File: config.mk
export PLATFORM = sky130hd
export DESIGN_NAME = ttl_cell
export DESIGN_NICKNAME = d
export VERILOG_FILES = /design/src/hdl/ttl_pkg.sv /design/src/hdl/ttl_cell.sv
export SDC_FILE = /design/constraint.sdc
export NUM_CORES = 1
export LEC_CHECK = 0
export BUFFER_PORTS_ARGS = -buffer_cell sky130_fd_sc_hd__buf_2
export CAP_MARGIN = 0
export CORE_ASPECT_RATIO = 0.5
export CORE_MARGIN = 2
export CORE_UTILIZATION = 52
export DETAILED_ROUTE_END_ITERATION = 8
export MAX_ROUTING_LAYER = met4
export PLACE_DENSITY = 0.81
export SYNTH_ARGS = -nofsm -noshare
export SYNTH_HDL_FRONTEND = slang
export SYNTH_SLANG_ARGS = --single-unit
File: constraint.sdc
create_clock -name aclk -period 4.2 [get_ports aclk]
set_input_delay 0.63 -clock aclk [delete_from_list [all_inputs] [get_ports aclk]]
set_output_delay 0.63 -clock aclk [all_outputs]
set_load 0.05 [all_outputs]
File: src/hdl/ttl_pkg.sv
// ----------------------------------------------------------------------------
// ttl_pkg
// Shared types and codes for the token table: commands, status codes and the
// scan token that walks the row of entry cells.
// ----------------------------------------------------------------------------
package ttl_pkg;

    typedef logic [1:0] cmd_t;
    typedef logic [1:0] status_t;
    typedef logic [6:0] count_t;

    localparam cmd_t CMD_GENERATE = 2'd0;
    localparam cmd_t CMD_RENEW    = 2'd1;
    localparam cmd_t CMD_COUNT    = 2'd2;

    localparam status_t STATUS_DONE   = 2'd0;
    localparam status_t STATUS_FULL   = 2'd1;
    localparam status_t STATUS_ABSENT = 2'd2;

    localparam count_t COUNT_MAX = 7'd127;

    typedef struct packed {
        logic   valid;
        cmd_t   cmd;
        logic   match;
        logic   free_found;
        count_t count;
    } token_t;

endpackage

File: src/hdl/ttl_cell.sv
// ----------------------------------------------------------------------------
// ttl_cell
// One table entry. Updates its entry as the scan token passes and forwards the
// token to the next cell in the next cycle.
// ----------------------------------------------------------------------------
module ttl_cell #(
    parameter int KEY_BITS = 64
) (
    input  logic                aclk,
    input  logic                aresetn,
    input  ttl_pkg::token_t     tok_in,
    output ttl_pkg::token_t     tok_out,
    input  logic [KEY_BITS-1:0] req_key,
    input  logic [31:0]         req_now,
    input  logic [32:0]         req_expiry,
    input  logic                commit
);

    logic                valid_reg, valid_next;
    logic                cand_reg, cand_next;
    logic [KEY_BITS-1:0] key_reg, key_next;
    logic [32:0]         expiry_reg, expiry_next;
    ttl_pkg::token_t     tok_reg, tok_next;

    logic hit;
    logic expired;

    assign hit     = valid_reg && (key_reg == req_key);
    assign expired = expiry_reg <= {1'b0, req_now};

    always_comb begin
        valid_next  = valid_reg;
        cand_next   = cand_reg;
        key_next    = key_reg;
        expiry_next = expiry_reg;
        tok_next    = tok_in;
        if (tok_in.valid) begin
            case (tok_in.cmd)
                ttl_pkg::CMD_GENERATE: begin
                    if (hit) begin
                        expiry_next    = req_expiry;
                        tok_next.match = 1'b1;
                    end
                    cand_next = !tok_in.free_found && (!valid_reg || expired);
                    if (cand_next) begin
                        tok_next.free_found = 1'b1;
                    end
                end
                ttl_pkg::CMD_RENEW: begin
                    if (hit && !expired) begin
                        expiry_next    = req_expiry;
                        tok_next.match = 1'b1;
                    end
                end
                ttl_pkg::CMD_COUNT: begin
                    if (valid_reg && expired) begin
                        valid_next = 1'b0;
                    end else if (valid_reg && (tok_in.count < ttl_pkg::COUNT_MAX)) begin
                        tok_next.count = tok_in.count + 7'd1;
                    end
                end
                default: ;
            endcase
        end
        if (commit && cand_reg) begin
            valid_next  = 1'b1;
            key_next    = req_key;
            expiry_next = req_expiry;
        end
    end

    always_ff @(posedge aclk) begin
        if (!aresetn) begin
            valid_reg <= 1'b0;
            cand_reg  <= 1'b0;
            tok_reg   <= '0;
        end else begin
            valid_reg <= valid_next;
            cand_reg  <= cand_next;
            tok_reg   <= tok_next;
        end
    end

    always_ff @(posedge aclk) begin
        key_reg    <= key_next;
        expiry_reg <= expiry_next;
    end

    assign tok_out = tok_reg;

endmodule

==> results of run 1 <==
-- final cells by class --
type | instances | area, µm²
Sequential cell | 111 | 3190
Fill cell | 731 | 3120
Multi-Input combinational cell | 219 | 1730
Timing Repair Buffer | 158 | 798
Clock buffer | 9 | 225
Inverter | 54 | 203
Tap cell | 135 | 169
Clock inverter | 7 | 96.3
Antenna cell | 1 | 2.50
-- worst paths after layout --
path                                  from                       end  slack (ns)  cells past startpoint
setup reg to reg  expiry_reg[29]$_DFFE_PP_   expiry_reg[2]$_DFFE_PP_        1.30                     10
hold reg to reg      cand_reg$_SDFFE_PN0P_     cand_reg$_SDFFE_PN0P_        0.48                      2
setup / recovery               req_now[14]   expiry_reg[2]$_DFFE_PP_        1.28                     11
hold / removal              req_expiry[27]  expiry_reg[27]$_DFFE_PP_        0.46                      1
-- layer usage --
layer | global-route usage [%] | vias to the layer above
li1 | - | 1766
met1 | 22.9 | 1634
met2 | 35.9 | 96
met3 | 5.67 | 21
met4 | 7.77 | 0
met5 | - | -
-- where the power goes --
group          internal [mW]  switching, mW  total, mW
sequential              1.22        0.00565       1.22
clock                  0.525          0.384      0.909
combinational          0.100          0.119      0.219
-- cell families (layout without fill, tap and decap cells) --
kind of cell    after synthesis  count (layout)
buf+inv                      57             228
mux                           2               2
compound gates               61              61
other cells                   0               1
xor+xnor                     45              45
fa+ha+maj                    33              33
simple gates                 78              78
flops                       111             111
-- through the flow --
step	std cells	instance area (µm²)	utilization, %	hold slack (ns)	power [mW]
finish	694	6420	67.3	0.456	2.35
floorplan	387	5140	-	0.432	1.36
global placement	677	6090	63.9	0.443	1.46
CTS	693	6410	67.2	0.443	2.37
detailed placement	677	6090	63.9	0.462	1.47
global route	694	6420	67.3	0.439	2.44
-- cells in the final DEF (no fill, tap or decap), types with 11 or more instances in the layout --
cell type / synthesis / final
buf_2: 0 / 155
edfxtp_1: 97 / 97
inv_1: 54 / 54
ha_1: 33 / 33
xnor2_1: 29 / 29
a21oi_1: 19 / 19
nand4_1: 18 / 18
xor2_1: 16 / 16
dfxtp_1: 14 / 14
nand2_1: 11 / 11
-- critical path: stages --
cell	delay, ns
buf_2	0.09
inv_1	0.05
ha_1	0.30
nand4_1	0.14
a2111oi_0	0.45
o31a_1	0.22
o21ai_2	0.05
buf_4	0.18
a311oi_2	0.29
or2_1	0.13
buf_4	0.37
==> results.toml, run 1 <==
[clocking]
htree_levels = 3
path_clk_slew_ns = 0.07
cts_buffer_depth = 2
cts_hold_buf = 0
cts_buffers = 9
cts_tree = "built"
cts_resized = 0
cts_setup_buffers = 0
cts_sinks = 111
clock_latency_ns = 0.35
cts_root_buf = "clkbuf_16"

[floorplanning]
io_pins = 156
floorplan.initialDensity_pct = 53.9
rows = 25
chipWidth_um = 145
die_h_um = 74.3
die_area_um2 = 10700
core_area_um2 = 9540

[synth]
synth.most_common_cell = "edfxtp_1"
syn-cell-area_um2 = 5140
synth-xor-area-share_pct = 7.67
async_flop_share_pct = 0
synthTopCellsByCount = "edfxtp_1 (97), inv_1 (54), ha_1 (33), xnor2_1 (29), a21oi_1 (19)"
synth_compound_area_share_pct = 8.23
synth.area.top_cells = "edfxtp_1 (57%), ha_1 (8.0%), dfxtp_1 (5.5%), xnor2_1 (4.9%), inv_1 (3.9%)"
syn-num-nets = 564
synthDistinctLibCells = 48
synth_top_family_by_area = "simple AND/OR/NAND/NOR gates"
ys_ff_latch = 111
synthMuxAreaShare_pct = 0.389
yosysSeqAreaShare_pct = 62.1
synth_ff_type = "edfxtp_1"
avgSynthCellArea_um2 = 13.3
synth_edf_count = 97
yosysTopAreaCell = "edfxtp_1"
synthSimpleGateAreaFrac_pct = 9.32
synthesis.instances = 387
yosysTopAreaCellShare_pct = 56.7
synth_fa_ha_area_share_pct = 8.03
yosys_warnings = 0

[sta]
report.final.slew_viol_count = 0
rsz0062_at_grt = "false"
finalSetupViolCount = 0
tns_ns = 0
setup_ws_ns = 1.28
hold_violations = 0
slew_headroom_pct = 60.2
worst_slew_pin_slew_ns = 0.597
max_freq_mhz = 342
period_share_pct = 69.6
fin_worst_skew_ns = 0.00677
period_needed_ns = 2.92

[cells_and_area]
area_growth_pct = 24.9
drive_gt1_share_pct = 32.3
largest_register_ffs = 64
fin_nets = 730

[run]
drv_cap = 0

[worst_setup_path]
critPathRequiredTime_ns = 4.20
cp.arrival_ns = 2.92
crit_path_max_fanout = 33
startpoint_type = "input port"
end_kind = "flop"
critPathKind = "input port to flop"

[route]
avgViaCountPerCell = 5.07
dr_wl_met2_mm = 5.03
drc = 0
wl_per_cell_um = 14.8
wl_mm = 10.3
postRouteAntennaNets = 0
drt_iter0_drc = 196
wl_met3_um = 554
top_layer = "met4"
m1WireLength_mm = 4.46
drt_pass1_iterations = 4
routed-via-count = 3517

[placement]
gp_congestion = 0.845
pre_cts_ws_ns = 0.897
dp_hpwl_mm = 8.12
io_buffers = 155

[hold_path]
worstHoldPathType = "input port to flop"

[global_route]
grt.overflow.total = 0
grt_pass1_wl_mm = 16.0
antenna_found_initial = 1
grt_pass1_vias = 3559
track_usage_pct = 20.5
grt_max_degree = 42

[power]
power_density_nw_per_um2 = 366
leakage_nw = 2.69
peakVddDrop_v = 0.000224

[outcome]
outcome = "complete, no violations"
No activity file was read; power rests on OpenSTA's default activity.
==> run 2, diff against run 1 <==
Settings changed: CORE_UTILIZATION 52 to 47, PLACE_DENSITY 0.81 to 0.77.
Clock period 4.2 ns to 2.57 ns, I/O delays scaled along.
==> run 2 against run 1 <==
Effect of this change: sequential share of layout area decreased by 1.3 points; worst setup slack got worse by 1.2 ns; count of clock-buffer cells in the layout is 1 higher; total power grew 57%; sequential cell count did not move; register-to-register slack worse by 1.3 ns; sequential power grew 64%; largest power group unchanged.
==> results.toml, run 2 (synthesis results as in run 1) <==
[power]
leakage_nw = 2.75
p_sw_mw = 0.781
swShare_pct = 21.2
p_int_mw = 2.91
power_frac_clock_pct = 35.6
seq_power_share_pct = 54.2
peakVddDrop_v = 0.000369
power_density_nw_per_um2 = 560
combinationalPowerShare_pct = 10.3
fin_total_pwr_mw = 3.69

[route]
routed-via-count = 3541
drt_pass1_iterations = 4
wl_mm = 10.4
drt_iter0_drc = 143
drc = 0
wl_per_cell_um = 14.6
avgViaCountPerCell = 4.99
postRouteAntennaNets = 0

[global_route]
grt_pass1_wl_mm = 17.0
grt_max_degree = 43
antenna_found_initial = 0
grt.overflow.total = 0
grt_pass1_vias = 3659
track_usage_pct = 18.7

[cells_and_area]
final_util_pct = 63.3
area_growth_pct = 28.2
fin_nets = 743
mostFrequentLayoutCells = "buf_2 (155), edfxtp_1 (97), inv_1 (54), xnor2_1 (29), ha_1 (28)"
instances_no_fill = 710
final_common_cell = "buf_2"
largest_register_ffs = 64
stdcell_area_um2 = 6590
drive_gt1_share_pct = 34.7
nFillCells = 837
diodes = 0

[worst_setup_path]
end_kind = "flop"
critPathKind = "flop to flop"
crit_path_max_fanout = 13
cp.arrival_ns = 2.57
critPathRequiredTime_ns = 2.62
startpoint_type = "flop"

[floorplanning]
io_pins = 156
floorplan.initialDensity_pct = 49.4
core_area_um2 = 10400
die_h_um = 77.9
die_area_um2 = 11800
chipWidth_um = 152
rows = 26

[placement]
io_buffers = 155
dp_hpwl_mm = 8.30
postPlaceCellArea_um2 = 6270
gp_congestion = 0.788
place_inst = 694

[clocking]
cts_tree = "built"
htree_levels = 3
path_clk_slew_ns = 0.07
cts_buffer_depth = 2
cts_buffers = 9
cts_root_buf = "clkbuf_16"
clock_latency_ns = 0.34
cts_sinks = 111

[sta]
rsz0062_at_grt = "true"
report.final.slew_viol_count = 0
max_freq_mhz = 397
slew_headroom_pct = 65.5
tns_ns = 0
fin_worst_skew_ns = 0.00595
period_needed_ns = 2.52
finalSetupViolCount = 0
worst_slew_pin_slew_ns = 0.517
hold_violations = 0
period_share_pct = 98.1

[run]
drv_cap = 0

[outcome]
outcome = "complete, no violations"

[hold_path]
worstHoldPathType = "input port to flop"
-- run 2: cell types whose count changed in the layout (fill, tap and decap cells not counted), moves of 2 or more --
cell / before / now
buf_4: 3 / 14
clkinv_1: 1 / 3
buf_12: 0 / 2
ha_4: 0 / 5
ha_1: 33 / 28
-- run 2: stage by stage --
step / setup slack [ns] / hold slack [ns]
floorplan: 0.00821 / 0.432
global placement: -0.103 / 0.445
detailed placement: -0.108 / 0.446
CTS: 0.0298 / 0.205
global route: -0.102 / 0.204
finish: 0.0487 / 0.221
-- run 2: timing repair --
item	CTS	global route
resized for setup	0	3
setup endpoints to repair	0	36
hold buffers	0	0
buffers inserted	0	1
-- run 2: final timing paths --
| check | slack [ns] | endpoint | cells after the start | startpoint |
|---|---|---|---|---|
| worst max-delay path | 0.05 | expiry_reg[3]$_DFFE_PP_ | 6 | key_reg[9]$_DFFE_PP_ |
| worst min-delay path | 0.22 | expiry_reg[29]$_DFFE_PP_ | 1 | req_expiry[29] |
| worst max register to register | 0.05 | expiry_reg[3]$_DFFE_PP_ | 6 | key_reg[9]$_DFFE_PP_ |
| worst min register to register | 0.46 | cand_reg$_SDFFE_PN0P_ | 2 | cand_reg$_SDFFE_PN0P_ |
-- run 2: critical path: stages, from the launching register on --
cell and delay, ns:
edfxtp_1 0.39, o2bb2ai_1 0.14, or4_1 0.50, or4b_1 0.60, a311oi_2 0.24, or2_4 0.22, buf_12 0.15
-- run 2: area by class of cell --
cell class | instances | area [µm²] | area share (%)
clock buffer | 10 | 229 | 3.47
clock inverter | 5 | 50.0 | 0.759
inverter | 54 | 203 | 3.08
multi-input combinational | 219 | 1820 | 27.6
sequential | 111 | 3190 | 48.5
tap | 140 | 175 | 2.66
timing repair buffer | 171 | 921 | 14.0
-- run 2: power by group through the flow --
| stage | Clock [mW] | Combinational (mW) | Sequential, mW |
|---|---|---|---|
| 6_report | 1.31 | 0.379 | 2.00 |
| 4_1_cts | 1.36 | 0.379 | 2.00 |
| 2_1_floorplan | 0 | 0.150 | 2.08 |
| 5_1_grt | 1.41 | 0.424 | 2.00 |
| 3_3_place_gp | 0 | 0.366 | 2.04 |
| 3_5_place_dp | 0 | 0.376 | 2.04 |
-- run 2: metal layers --
metal / vias up / share of wire, % / global-route usage [%]
li1: 1790 / - / -
met1: 1654 / 44 / 22.3
met2: 81 / 51 / 31.8
met3: 16 / 3.9 / 4.41
met4: 0 / 1.7 / 6.26
met5: - / 0 / -
